**config.mk**
```make
export PLATFORM = sky130hd
export DESIGN_NAME = http_byte_range_parser
export DESIGN_NICKNAME = d
export VERILOG_FILES = /design/src/hw/rtl/hbrp_pkg.sv /design/src/hw/rtl/http_byte_range_parser.sv
export SDC_FILE = /design/constraint.sdc
export NUM_CORES = 2
export LEC_CHECK = 0
export CAP_MARGIN = 5
export CORE_MARGIN = 2
export CORE_UTILIZATION = 50
export CTS_CLUSTER_SIZE = 12
export DETAILED_ROUTE_END_ITERATION = 12
export DONT_BUFFER_PORTS = 1
export GPL_TIMING_DRIVEN = 0
export PLACE_DENSITY = 0.71
export SYNTH_ARGS = -nofsm -noshare
export SYNTH_HDL_FRONTEND = slang
export SYNTH_SLANG_ARGS = --single-unit
```
**constraint.sdc**
```tcl
create_clock -name clk -period 14.75 [get_ports clk]
set_input_delay 2.95 -clock clk [delete_from_list [all_inputs] [get_ports clk]]
set_output_delay 2.95 -clock clk [all_outputs]
set_load 0.03 [all_outputs]
```
**src/hw/rtl/hbrp_pkg.sv**
```systemverilog
// Shared types and constants for the HTTP byte-range parser.
// Used by http_byte_range_parser and hbrp_checker; no other dependencies.

package hbrp_pkg;

  localparam int unsigned NUM_W  = 64;  // strtoull value width
  localparam int unsigned SIZE_W = 63;  // file size and offset width
  localparam int unsigned WIDE_W = NUM_W + 4;  // room for value * 10 + digit

  // Parse phases, one-hot
  typedef enum logic [9:0] {
    PH_PREFIX  = 10'b00_0000_0001,
    PH_SKIPSP  = 10'b00_0000_0010,
    PH_N1_WS   = 10'b00_0000_0100,
    PH_N1_DIG  = 10'b00_0000_1000,
    PH_DASH    = 10'b00_0001_0000,
    PH_N2_WS   = 10'b00_0010_0000,
    PH_N2_DIG  = 10'b00_0100_0000,
    PH_SFX_WS  = 10'b00_1000_0000,
    PH_SFX_DIG = 10'b01_0000_0000,
    PH_DONE    = 10'b10_0000_0000
  } phase_t;

  // Verdict codes
  localparam logic [1:0] VERDICT_OK    = 2'd0;
  localparam logic [1:0] VERDICT_UNSAT = 2'd1;
  localparam logic [1:0] VERDICT_WHOLE = 2'd2;

  // Characters
  localparam logic [7:0] CH_NUL   = 8'h00;
  localparam logic [7:0] CH_TAB   = 8'h09;
  localparam logic [7:0] CH_CR    = 8'h0D;
  localparam logic [7:0] CH_SPACE = 8'h20;
  localparam logic [7:0] CH_PLUS  = 8'h2B;
  localparam logic [7:0] CH_COMMA = 8'h2C;
  localparam logic [7:0] CH_MINUS = 8'h2D;
  localparam logic [7:0] CH_ZERO  = 8'h30;
  localparam logic [7:0] CH_NINE  = 8'h39;

  localparam logic [2:0] PREFIX_LAST = 3'd5;  // position of '=' in "bytes="

  // Expected character at each position of "bytes="
  function automatic logic [7:0] lead_char(input logic [2:0] pos);
    logic [7:0] ch;
    unique case (pos)
      3'd0:    ch = 8'h62;  // b
      3'd1:    ch = 8'h79;  // y
      3'd2:    ch = 8'h74;  // t
      3'd3:    ch = 8'h65;  // e
      3'd4:    ch = 8'h73;  // s
      3'd5:    ch = 8'h3D;  // =
      default: ch = CH_NUL;
    endcase
    return ch;
  endfunction

endpackage

```
**src/hw/rtl/http_byte_range_parser.sv**
```systemverilog
// HTTP single byte-range parser, top level.
// Depends on hbrp_pkg for phase type, verdict codes and character constants.

// The block takes a Range header one byte per transfer on the in_ channel, then
// one end transfer (in_is_end = 1) that carries the file size. While in_ready
// is high, each transfer is taken as offered and a new one may follow, so the
// sustained rate is one item per clock. Header bytes give no result; the end
// transfer gives exactly one result, registered and shown on the out_ channel
// from the next cycle on. The path that sets the clock is the per-byte
// multiply-by-ten-and-add on the 64-bit number under construction, plus the
// clamp compares on the end transfer. in_ready drops only while a finished
// result waits and out_ready is low; a result being taken in the same cycle
// does not stall the input. After each end transfer all parse state returns
// to its reset values, ready for the next header. An absent header is sent
// as an end transfer alone and yields the serve-whole-file verdict.

module http_byte_range_parser (
  input  logic                          clk,
  input  logic                          rst_n,
  input  logic                          in_valid,
  output logic                          in_ready,
  input  logic [7:0]                    in_header_char,
  input  logic                          in_is_end,
  input  logic [hbrp_pkg::SIZE_W-1:0]   in_file_size,
  output logic                          out_valid,
  input  logic                          out_ready,
  output logic [1:0]                    out_verdict,
  output logic [hbrp_pkg::SIZE_W-1:0]   out_range_start,
  output logic [hbrp_pkg::SIZE_W-1:0]   out_range_end
);

  localparam int unsigned NW = hbrp_pkg::NUM_W;
  localparam int unsigned WW = hbrp_pkg::WIDE_W;

  // Parse state
  hbrp_pkg::phase_t phase_r, phase_nxt;
  logic [2:0]    prefix_pos_r, prefix_pos_nxt;
  logic          comma_r, comma_nxt;
  logic          syntax_err_r, syntax_err_nxt;
  logic          suffix_r, suffix_nxt;
  logic          text_ended_r, text_ended_nxt;
  logic          digit_r, digit_nxt;
  logic          neg_r, neg_nxt;
  logic          ovf_r, ovf_nxt;
  logic [NW-1:0] first_r, first_nxt;
  logic [NW-1:0] second_r, second_nxt;

  // Result register
  logic                        out_valid_r, out_valid_nxt;
  logic [1:0]                  verdict_r, verdict_nxt;
  logic [hbrp_pkg::SIZE_W-1:0] start_r, start_nxt;
  logic [hbrp_pkg::SIZE_W-1:0] end_r, end_nxt;

  logic in_xfer, char_xfer, end_xfer;

  // A waiting result only blocks when it is not being taken this cycle.
  assign in_ready  = !out_valid_r || out_ready;
  assign in_xfer   = in_valid && in_ready;
  assign char_xfer = in_xfer && !in_is_end;
  assign end_xfer  = in_xfer && in_is_end;

  // ---------------------------------------------------------------------
  // Shared number unit: one strtoull step on whichever number is open.
  // ---------------------------------------------------------------------
  logic [7:0]    ch;
  logic          c_ws, c_dig;
  logic          in_n1_grp, in_sfx_grp, fresh, ws_mode;
  logic [NW-1:0] op_v;
  logic          op_dig, op_neg, op_ovf;
  logic [WW-1:0] op_wide, mul;
  logic          mul_ovf;
  logic          take_ws, take_plus, take_minus, take;
  logic [NW-1:0] num_v;
  logic          num_dig, num_neg, num_ovf;
  logic          fin_ok;
  logic [NW-1:0] fin_v;

  assign ch    = in_header_char;
  assign c_ws  = (ch == hbrp_pkg::CH_SPACE) ||
                 ((ch >= hbrp_pkg::CH_TAB) && (ch <= hbrp_pkg::CH_CR));
  assign c_dig = (ch >= hbrp_pkg::CH_ZERO) && (ch <= hbrp_pkg::CH_NINE);

  // SKIPSP (on a non-space, non-dash byte) and DASH open a new number.
  assign fresh      = (phase_r == hbrp_pkg::PH_SKIPSP) || (phase_r == hbrp_pkg::PH_DASH);
  assign in_n1_grp  = (phase_r == hbrp_pkg::PH_SKIPSP) || (phase_r == hbrp_pkg::PH_N1_WS) ||
                      (phase_r == hbrp_pkg::PH_N1_DIG);
  assign in_sfx_grp = (phase_r == hbrp_pkg::PH_SFX_WS) || (phase_r == hbrp_pkg::PH_SFX_DIG);
  assign ws_mode    = fresh || (phase_r == hbrp_pkg::PH_N1_WS) ||
                      (phase_r == hbrp_pkg::PH_N2_WS) || (phase_r == hbrp_pkg::PH_SFX_WS);

  assign op_v   = fresh ? '0 : (in_n1_grp ? first_r : second_r);
  assign op_dig = !fresh && digit_r;
  assign op_neg = !fresh && neg_r;
  assign op_ovf = !fresh && ovf_r;

  // value * 10 + digit, with four spare bits to flag a 64-bit overflow
  assign op_wide = {4'b0000, op_v};
  assign mul     = (op_wide << 3) + (op_wide << 1) + {{(WW-4){1'b0}}, ch[3:0]};
  assign mul_ovf = |mul[WW-1:NW];

  assign take_ws    = ws_mode && c_ws;
  assign take_plus  = ws_mode && (ch == hbrp_pkg::CH_PLUS);
  assign take_minus = ws_mode && (ch == hbrp_pkg::CH_MINUS);
  assign take       = take_ws || take_plus || take_minus || c_dig;

  assign num_v   = (c_dig && !mul_ovf) ? mul[NW-1:0] : op_v;
  assign num_dig = op_dig || c_dig;
  assign num_neg = op_neg || take_minus;
  assign num_ovf = op_ovf || (c_dig && mul_ovf);

  // Number closed by a byte it does not take: usable and sign applied?
  assign fin_ok = op_dig && !op_ovf;
  assign fin_v  = op_neg ? (NW'(0) - op_v) : op_v;

  // ---------------------------------------------------------------------
  // Per-byte parse step
  // ---------------------------------------------------------------------
  always_comb begin
    phase_nxt      = phase_r;
    prefix_pos_nxt = prefix_pos_r;
    comma_nxt      = comma_r;
    syntax_err_nxt = syntax_err_r;
    suffix_nxt     = suffix_r;
    text_ended_nxt = text_ended_r;
    digit_nxt      = digit_r;
    neg_nxt        = neg_r;
    ovf_nxt        = ovf_r;
    first_nxt      = first_r;
    second_nxt     = second_r;

    if (end_xfer) begin
      // Header finished: back to reset values for the next one.
      phase_nxt      = hbrp_pkg::PH_PREFIX;
      prefix_pos_nxt = '0;
      comma_nxt      = 1'b0;
      syntax_err_nxt = 1'b0;
      suffix_nxt     = 1'b0;
      text_ended_nxt = 1'b0;
      digit_nxt      = 1'b0;
      neg_nxt        = 1'b0;
      ovf_nxt        = 1'b0;
    end else if (char_xfer && !text_ended_r) begin
      if (ch == hbrp_pkg::CH_NUL) begin
        // NUL ends the text; drop everything up to the end transfer.
        text_ended_nxt = 1'b1;
      end else begin
        if ((phase_r != hbrp_pkg::PH_PREFIX) && (ch == hbrp_pkg::CH_COMMA)) begin
          comma_nxt = 1'b1;
        end
        unique case (phase_r)
          hbrp_pkg::PH_PREFIX: begin
            if (ch == hbrp_pkg::lead_char(prefix_pos_r)) begin
              prefix_pos_nxt = prefix_pos_r + 3'd1;
              if (prefix_pos_r == hbrp_pkg::PREFIX_LAST) begin
                phase_nxt = hbrp_pkg::PH_SKIPSP;
              end
            end else begin
              syntax_err_nxt = 1'b1;
              phase_nxt      = hbrp_pkg::PH_DONE;
            end
          end
          hbrp_pkg::PH_SKIPSP, hbrp_pkg::PH_N1_WS, hbrp_pkg::PH_N1_DIG: begin
            if ((phase_r == hbrp_pkg::PH_SKIPSP) && (ch == hbrp_pkg::CH_SPACE)) begin
              // hold: skip spaces after the prefix
            end else if ((phase_r == hbrp_pkg::PH_SKIPSP) &&
                         (ch == hbrp_pkg::CH_MINUS)) begin
              // Suffix form "-N": the number goes to the second slot.
              suffix_nxt = 1'b1;
              second_nxt = '0;
              digit_nxt  = 1'b0;
              neg_nxt    = 1'b0;
              ovf_nxt    = 1'b0;
              phase_nxt  = hbrp_pkg::PH_SFX_WS;
            end else if (take) begin
              first_nxt = num_v;
              digit_nxt = num_dig;
              neg_nxt   = num_neg;
              ovf_nxt   = num_ovf;
              phase_nxt = take_ws ? hbrp_pkg::PH_N1_WS : hbrp_pkg::PH_N1_DIG;
            end else if (fin_ok && (ch == hbrp_pkg::CH_MINUS)) begin
              first_nxt = fin_v;
              phase_nxt = hbrp_pkg::PH_DASH;
            end else begin
              syntax_err_nxt = 1'b1;
              phase_nxt      = hbrp_pkg::PH_DONE;
            end
          end
          hbrp_pkg::PH_DASH, hbrp_pkg::PH_N2_WS, hbrp_pkg::PH_N2_DIG,
          hbrp_pkg::PH_SFX_WS, hbrp_pkg::PH_SFX_DIG: begin
            if (take) begin
              second_nxt = num_v;
              digit_nxt  = num_dig;
              neg_nxt    = num_neg;
              ovf_nxt    = num_ovf;
              if (in_sfx_grp) begin
                phase_nxt = take_ws ? hbrp_pkg::PH_SFX_WS : hbrp_pkg::PH_SFX_DIG;
              end else begin
                phase_nxt = take_ws ? hbrp_pkg::PH_N2_WS : hbrp_pkg::PH_N2_DIG;
              end
            end else if (fin_ok) begin
              // Trailing text after the last number is ignored, but for commas.
              second_nxt = fin_v;
              phase_nxt  = hbrp_pkg::PH_DONE;
            end else begin
              syntax_err_nxt = 1'b1;
              phase_nxt      = hbrp_pkg::PH_DONE;
            end
          end
          hbrp_pkg::PH_DONE: begin
            // hold: only commas still matter, handled above
          end
          default: begin
            phase_nxt = hbrp_pkg::PH_DONE;
          end
        endcase
      end
    end
  end

  // ---------------------------------------------------------------------
  // Verdict on the end transfer
  // ---------------------------------------------------------------------
  logic          in_n2;
  logic          early;
  logic          bad;
  logic [NW-1:0] sec_v, size, size_m1, last0, last;
  logic [1:0]    verdict_c;
  logic [NW-1:0] start_c, end_c;

  assign in_n2 = (phase_r == hbrp_pkg::PH_N2_WS) || (phase_r == hbrp_pkg::PH_N2_DIG) ||
                 (phase_r == hbrp_pkg::PH_SFX_WS) || (phase_r == hbrp_pkg::PH_SFX_DIG);
  assign early = (phase_r == hbrp_pkg::PH_PREFIX) || (phase_r == hbrp_pkg::PH_SKIPSP) ||
                 (phase_r == hbrp_pkg::PH_N1_WS) || (phase_r == hbrp_pkg::PH_N1_DIG);
  // A number still open at the end is closed here.
  assign bad   = syntax_err_r || comma_r || early || (in_n2 && !(digit_r && !ovf_r));
  assign sec_v = (in_n2 && neg_r) ? (NW'(0) - second_r) : second_r;

  assign size    = {1'b0, in_file_size};
  assign size_m1 = size - NW'(1);
  // "A-" with nothing after it runs to the last byte of the file.
  assign last0   = (phase_r == hbrp_pkg::PH_DASH) ? size_m1 : sec_v;
  assign last    = (last0 >= size) ? size_m1 : last0;

  always_comb begin
    verdict_c = hbrp_pkg::VERDICT_OK;
    start_c   = '0;
    end_c     = '0;
    if (bad) begin
      verdict_c = hbrp_pkg::VERDICT_WHOLE;
    end else if (suffix_r) begin
      if ((sec_v == '0) || (size == '0)) begin
        verdict_c = hbrp_pkg::VERDICT_UNSAT;
      end else begin
        start_c = (sec_v < size) ? (size - sec_v) : '0;
        end_c   = size_m1;
      end
    end else if (size == '0) begin
      verdict_c = hbrp_pkg::VERDICT_UNSAT;
    end else if (first_r > last) begin
      verdict_c = hbrp_pkg::VERDICT_UNSAT;
    end else begin
      start_c = first_r;
      end_c   = last;
    end
  end

  // Result register: load on the end transfer, drop once taken.
  always_comb begin
    out_valid_nxt = out_valid_r && !out_ready;
    verdict_nxt   = verdict_r;
    start_nxt     = start_r;
    end_nxt       = end_r;
    if (end_xfer) begin
      out_valid_nxt = 1'b1;
      verdict_nxt   = verdict_c;
      start_nxt     = start_c[hbrp_pkg::SIZE_W-1:0];
      end_nxt       = end_c[hbrp_pkg::SIZE_W-1:0];
    end
  end

  always_ff @(posedge clk) begin
    if (!rst_n) begin
      phase_r      <= hbrp_pkg::PH_PREFIX;
      prefix_pos_r <= '0;
      comma_r      <= 1'b0;
      syntax_err_r <= 1'b0;
      suffix_r     <= 1'b0;
      text_ended_r <= 1'b0;
      digit_r      <= 1'b0;
      neg_r        <= 1'b0;
      ovf_r        <= 1'b0;
      out_valid_r  <= 1'b0;
    end else begin
      phase_r      <= phase_nxt;
      prefix_pos_r <= prefix_pos_nxt;
      comma_r      <= comma_nxt;
      syntax_err_r <= syntax_err_nxt;
      suffix_r     <= suffix_nxt;
      text_ended_r <= text_ended_nxt;
      digit_r      <= digit_nxt;
      neg_r        <= neg_nxt;
      ovf_r        <= ovf_nxt;
      out_valid_r  <= out_valid_nxt;
    end
  end

  // Payload registers need no reset.
  always_ff @(posedge clk) begin
    first_r   <= first_nxt;
    second_r  <= second_nxt;
    verdict_r <= verdict_nxt;
    start_r   <= start_nxt;
    end_r     <= end_nxt;
  end

  assign out_valid       = out_valid_r;
  assign out_verdict     = verdict_r;
  assign out_range_start = start_r;
  assign out_range_end   = end_r;

endmodule

```
# After elaboration in Yosys (flattened, before gate mapping)

Index checks and enable logic that the tools add are counted.

Bits in registers: 277
Input bits: 76
Output and inout port bits: 130
Logic and storage cells: 208

Add/subtract/negate cells: 7
$lt $le $gt $ge: 7
Eq/ne operators: 31
Multiplexer cells: 65
Bitwise gates (word level): 6
Reductions and logical operators: 77

Operators with widths:

| cell                                                                 | count |
|---|---|
| 64-bit 2-to-1 mux                                                    | 13 |
| 63-bit 2-to-1 mux                                                    | 9 |
| 64-bit zero test                                                     | 2 |
| 64-bit case mux with 2 select lines                                  | 1 |
| 1-bit by 64-bit subtractor with 64-bit output, first input constant  | 2 |
| 10-bit 2-to-1 mux                                                    | 7 |
| 67-bit by 65-bit adder with 68-bit output                            | 1 |
| 68-bit by 4-bit adder with 68-bit output                             | 1 |
| 64-bit by 63-bit >= comparator with 1-bit output                     | 1 |
| 64-bit greater-than comparator                                       | 1 |
| 64-bit by 63-bit less-than comparator with 1-bit output              | 1 |
| 63-bit by 1-bit subtractor with 64-bit output, second input constant | 1 |
| 63-bit subtractor                                                    | 1 |
| 7-bit case mux with 6 select lines                                   | 1 |
| 10-bit case mux with 4 select lines                                  | 1 |
| 8-bit by 6-bit == test with 1-bit output, second input constant      | 4 |
| 8-bit 2-to-1 mux                                                     | 4 |
| 1-bit logical OR                                                     | 25 |
| 1-bit logical AND                                                    | 23 |
| 1-bit 2-to-1 mux                                                     | 20 |
| 9-bit 2-to-1 mux                                                     | 2 |
| 2-bit inequality test, second input constant                         | 8 |
| 7-bit AND reduction                                                  | 2 |
| 10-bit by 1-bit == test with 1-bit output, second input constant     | 1 |
| 40 further kinds                                                     | 61 |

# Depth between registers and ports, before layout

Depth after elaboration: 14
Mapped depth: 39
Depth with buffers taken out: 35

# Worst setup path before layout

No wires, ideal clock.

Path kind: input -> register
Start point: input port in_file_size[5] (netlist bit)
End point: register end_r (netlist bit out_range_end[32]), data pin
Setup time: 0.267 ns
Data arrival time: 9.598 ns
Data required time: 14.483 ns
Path slack: 4.886 ns
Stages: 33
Buffers on the path: 5
Cell sequence: nor4_1 > nand3_1 > nor2_1 > nand2_1 > nor2_1 > nand2_1 > nor2_1 > xnor2_1 > nor2_1 > a21oi_1 > ha_1 > a21o_1 > a21oi_1 > o21ai_0 > a2111oi_0 > a31o_2 > o2111a_1 > buf_2 > clkbuf_1 > buf_2 > mux2i_1 > ha_1 > nand4_1 > nor4_1 > nand2_1 > o21ai_0 > o31ai_1 > a211oi_1 > nor2_1 > nand2_1 > clkbuf_1 > clkbuf_1 > o22ai_1

Longest elaborated chain between the ends: 8
Elaborated cells between the ends (all ways): 11
Those cells by class: add/sub (1); order compare (2); mux (6); reduce/logical (2)

RTL lines:

| item                                             | RTL line                      | source |
|---|---|---|
| start, declared                                  | http_byte_range_parser.sv:24  | `input logic [hbrp_pkg::SIZE_W-1:0] in_file_size,` |
| 63-bit by 1-bit subtractor with 64-bit output    | http_byte_range_parser.sv:239 | `assign size_m1 = size - NW'(1);` |
| 64-bit 2-to-1 mux                                | http_byte_range_parser.sv:241 | `assign last0 = (phase_r == hbrp_pkg::PH_DASH) ? size_m1 : sec_v;` |
| 64-bit by 63-bit >= comparator with 1-bit output | http_byte_range_parser.sv:242 | `assign last = (last0 >= size) ? size_m1 : last0;` |
| 64-bit 2-to-1 mux                                | http_byte_range_parser.sv:242 |  |
| 64-bit greater-than comparator                   | http_byte_range_parser.sv:259 | `end else if (first_r > last) begin` |
| 63-bit 2-to-1 mux                                | http_byte_range_parser.sv:259 |  |
| 63-bit 2-to-1 mux                                | http_byte_range_parser.sv:257 | `end else if (size == '0) begin` |
| 63-bit 2-to-1 mux *                              | http_byte_range_parser.sv:250 | `end else if (suffix_r) begin` |
| end signal, assigned                             | http_byte_range_parser.sv:313 | `end_r <= end_nxt;` |
| end, declared                                    | http_byte_range_parser.sv:52  | `logic [hbrp_pkg::SIZE_W-1:0] end_r, end_nxt;` |

Mark *: on every way between the ends. The rest lies on a longest branch, timed or not.
A chain may end at the register's enable or synchronous reset.

# Worst setup path after layout

Start point: input port in_file_size[5] (netlist bit)
End point: register end_r (netlist bit out_range_end[27]), data pin

Same word-level chain as after synthesis.

==> metrics.md <==
| Metric | Value |
|---|---|
| Result of the run | completed |
| Max clock buf depth | 3 |
| H-tree lvl count | 1 |
| Tightest Pin Transition | 1.45 ns |
| Capturing instance or port of the critical path | out_range_end[27] |
| Reg2Reg Capture Point | out_range_end[27] |
| Number of buffers added by the clock tree synthesis step | 31 |
| Primary flip-flop cell chosen by synthesis mapping | edfxtp_1 |
| Beginning of the worst register-to-register path | phase_r[2] |
| Mapped cell area | 32900 sq um |
| Routed wire length | 139000 microns |
| Critical Path RT | 15.14 ns |
| Cell occurring most often along the worst timing path | nand2_1 |
| Reg clk slew, reported paths | 0.06 ns |
| Number of synthesized flops with an enable pin | 256 |
| Largest net degree at the start of global routing | 107 |
| GRT Resource Usage Total | 39.5% |
| Core ar. | 65500 sq um |
| Highest clock rate | 70.2 MHz |
| Largest driver fanout on the critical path | 10 |
| Number of failing hold endpoints at the final stage | 0 |
| Fillcell total | 6335 |
| Maximum VDD drop | 0.0939 mV |
| Post-synthesis cell type count | 102 |
| Largest area contributor in the synthesized netlist | edfxtp_1 |
| Power per Cell Area | 55.9 nW/um^2 |
| Max Cap Viol | 0 |
| Post-detailed-route via-to-cell ratio | 6.77 |
| Most instantiated library cell after synthesis | nand2_1 |
| Number of DRC violations after detailed routing | 0 |
| Library cell used as clock root buffer | clkbuf_16 |
| Hold bufs inserted after CTS | 0 |
| Type of the tightest min-delay check | flip-flop to flip-flop |
| R2R cell count | 35 |
| Reg2reg setup slack | 1.02 ns |
| Count of final setup violators | 0 |
| Count of warnings emitted by yosys | 0 |
| Post-detailed-route count of antenna-violating nets | 0 |
| Post-synthesis sequential element count | 277 |
| Initial Util | 50.3% |
| Final Max Slew Viols | 0 |
| Area growth from synthesis to layout | 6.88% |
| Die height | 261 microns |
| Number of I/O pins | 206 |
| Arrival time of data at the critical path endpoint | 14.64 ns |
| Iteration-0 DRC Markers | 5090 |
| Global-route wire length before repair | 202000 microns |
| Sequential fraction of the synthesis area | 24.6% |
| Post-route worst setup slack | 0.496 ns |
| Number of buffer cells added on primary ports | 0 |
| CP Launch Type | primary input |
| Number of nets in the layout | 4706 |
| Clk_skew | 0.0173 ns |
| First-pass iteration count of the detailed router | 6 |
| LEAKAGE | 13.8 nW |
| Number of nets produced by synthesis | 4665 |
| Post-Layout Cell Count | 5126 |
| Clock insertion delay at the later pin of the skew report | 0.64 ns |
| Crit-path slowest cell | nor3_1 |
| Critical path capture point type | flip-flop |
| Origin of the worst min-delay path | ovf_r |
| Clock net sink count | 277 |
| Final Power | 0.00197 W |
| Minimum period implied by the final worst setup slack | 14.25 ns |
| Post-Place Setup Slack | 0.467 ns |
| Cell types with the highest counts after synthesis | 439 x nand2_1, 433 x a21oi_1, 421 x nor2_1, 388 x ha_1, 256 x edfxtp_1 |
| Remaining Overflow, GRT | 0 |
| Post-synthesis instance total | 4198 |
| Finished layout cell area | 35200 sq um |
| Average wire per standard cell | 27.0 microns |
| Max transition margin | 3.50% |
| Die ar. | 67900 sq um |
| Unrepaired setup endpoints after global routing | false |
| Buffer count from post-CTS setup fixing | 0 |
| Fraction of registers with async set/reset | 0% |
| Average cell area after synthesis | 7.84 sq um |
| Number of antenna violations at the first check in global routing | 2 |
| Origin of the worst setup path | in_file_size[5] |
| Overall via count from detail_route | 34700 |
| Die width | 261 microns |
| Placed instance count | 5069 |
| CTS tree | done |
| Cell area reported after detailed placement | 34200 sq um |
| Fraction of layout cells with a size suffix above 1 | 3.73% |
| Final RePlAce weighted congestion | 1.02 |
| Row cnt | 94 |
| Period Utilization, post-route | 96.6% |
| Post-CTS Resized | 0 |
| Crit path largest cell delay | 0.84 ns |
| Half-perimeter wire length of the detailed placement result | 113000 microns |
| Yosys top cell area share | 23.3% |
| Via count of the first global-routing pass | 31800 |
| Largest cells by area after synthesis | edfxtp_1 23%, ha_1 15%, a21oi_1 6.6% |
| Crit Path Category | primary input to flip-flop |
| Core occupancy in the finished layout | 53.7% |
-- state kept, by name (all words and copies together), names as in the netlist --
signal           flops
out_range_start     63
ovf_r                1
comma_r              1
neg_r                1
syntax_err_r         1
phase_r             10
prefix_pos_r         3
first_r             64
suffix_r             1
second_r            64
text_ended_r         1
out_range_end       63
digit_r              1
out_valid            1
out_verdict          2
-- layout by cell type (no fill, tap or decap), types with 33 or more instances in the layout --
master	instances
and3_1	38
a21o_1	85
edfxtp_1	256
o22ai_1	46
nor3_1	143
inv_1	184
ha_1	388
xor2_1	73
o21ai_0	192
nand4_1	81
a211oi_1	66
nor4_1	70
mux2i_1	69
nand2_1	439
xnor2_1	184
or3_1	46
o21bai_1	33
nor2_1	420
a31oi_1	61
a21oi_1	433
nand3_1	131
clkbuf_1	193
-- kinds of logic after synthesis --
logic type | Yosys count | synth area share, %
AO/OA/AOI/OAI | 1225 | 23.8
adder cells (fa/ha/maj) | 391 | 14.9
flip-flops | 277 | 24.6
buffers and inverters | 428 | 5.11
XOR/XNOR | 258 | 6.88
multiplexers | 75 | 2.30
AND/OR/NAND/NOR | 1544 | 22.4
-- routing by layer --
layer	wire length (microns)	global-route usage, %
met4	7790	19.2
met5	0	0
met2	58300	59.9
met3	17300	8.31
met1	55200	53.3
-- metrics by stage --
stage | hold WS [ns] | setup TNS (ns)
after global routing | 0.494 | 0
final | 0.463 | 0
after global placement | 0.438 | -0.00598
after detailed placement | 0.454 | 0
after floorplan | 0.429 | 0
after CTS | 0.461 | 0
-- layout make-up --
type	count	area, sq um	area share (%)
Clock inverter	15	169	0.480
Buffer	243	987	2.80
Inverter	185	699	1.99
Tap cell	864	1080	3.07
Multi-Input combinational cell	3493	23200	65.8
Timing Repair Buffer	8	170	0.483
Sequential cell	277	8110	23.0
Clock buffer	40	810	2.30
Antenna cell	1	2.50	0.00711
-- worst max-delay path, delay by kind of cell --
kind | cells | cell delay, ns
buffers and inverters | 4 | 1.36
AO/OA/AOI/OAI | 7 | 1.73
XOR/XNOR | 1 | 0.23
adder cells (fa/ha/maj) | 2 | 0.67
AND/OR/NAND/NOR | 20 | 7.68
-- where the power goes --
part           switching [W]  total (W)  internal (W)
clock network       0.000345   0.000783      0.000438
registers          0.0000369   0.000908      0.000871
logic               0.000187   0.000276     0.0000889
total               0.000569    0.00197       0.00140
-- how the worst min path moves through the flow --
| stage | slack (ns) | cells past startpoint | end |
|---|---|---|---|
| after floorplan | 0.43 | 2 | ovf_r |
| after global placement | 0.44 | 2 | ovf_r |
| after detailed placement | 0.45 | 2 | ovf_r |
| after CTS | 0.46 | 2 | ovf_r |
| after global routing | 0.49 | 2 | ovf_r |
| final | 0.46 | 2 | ovf_r |
Note: power is estimated with default switching activity, not from simulation.
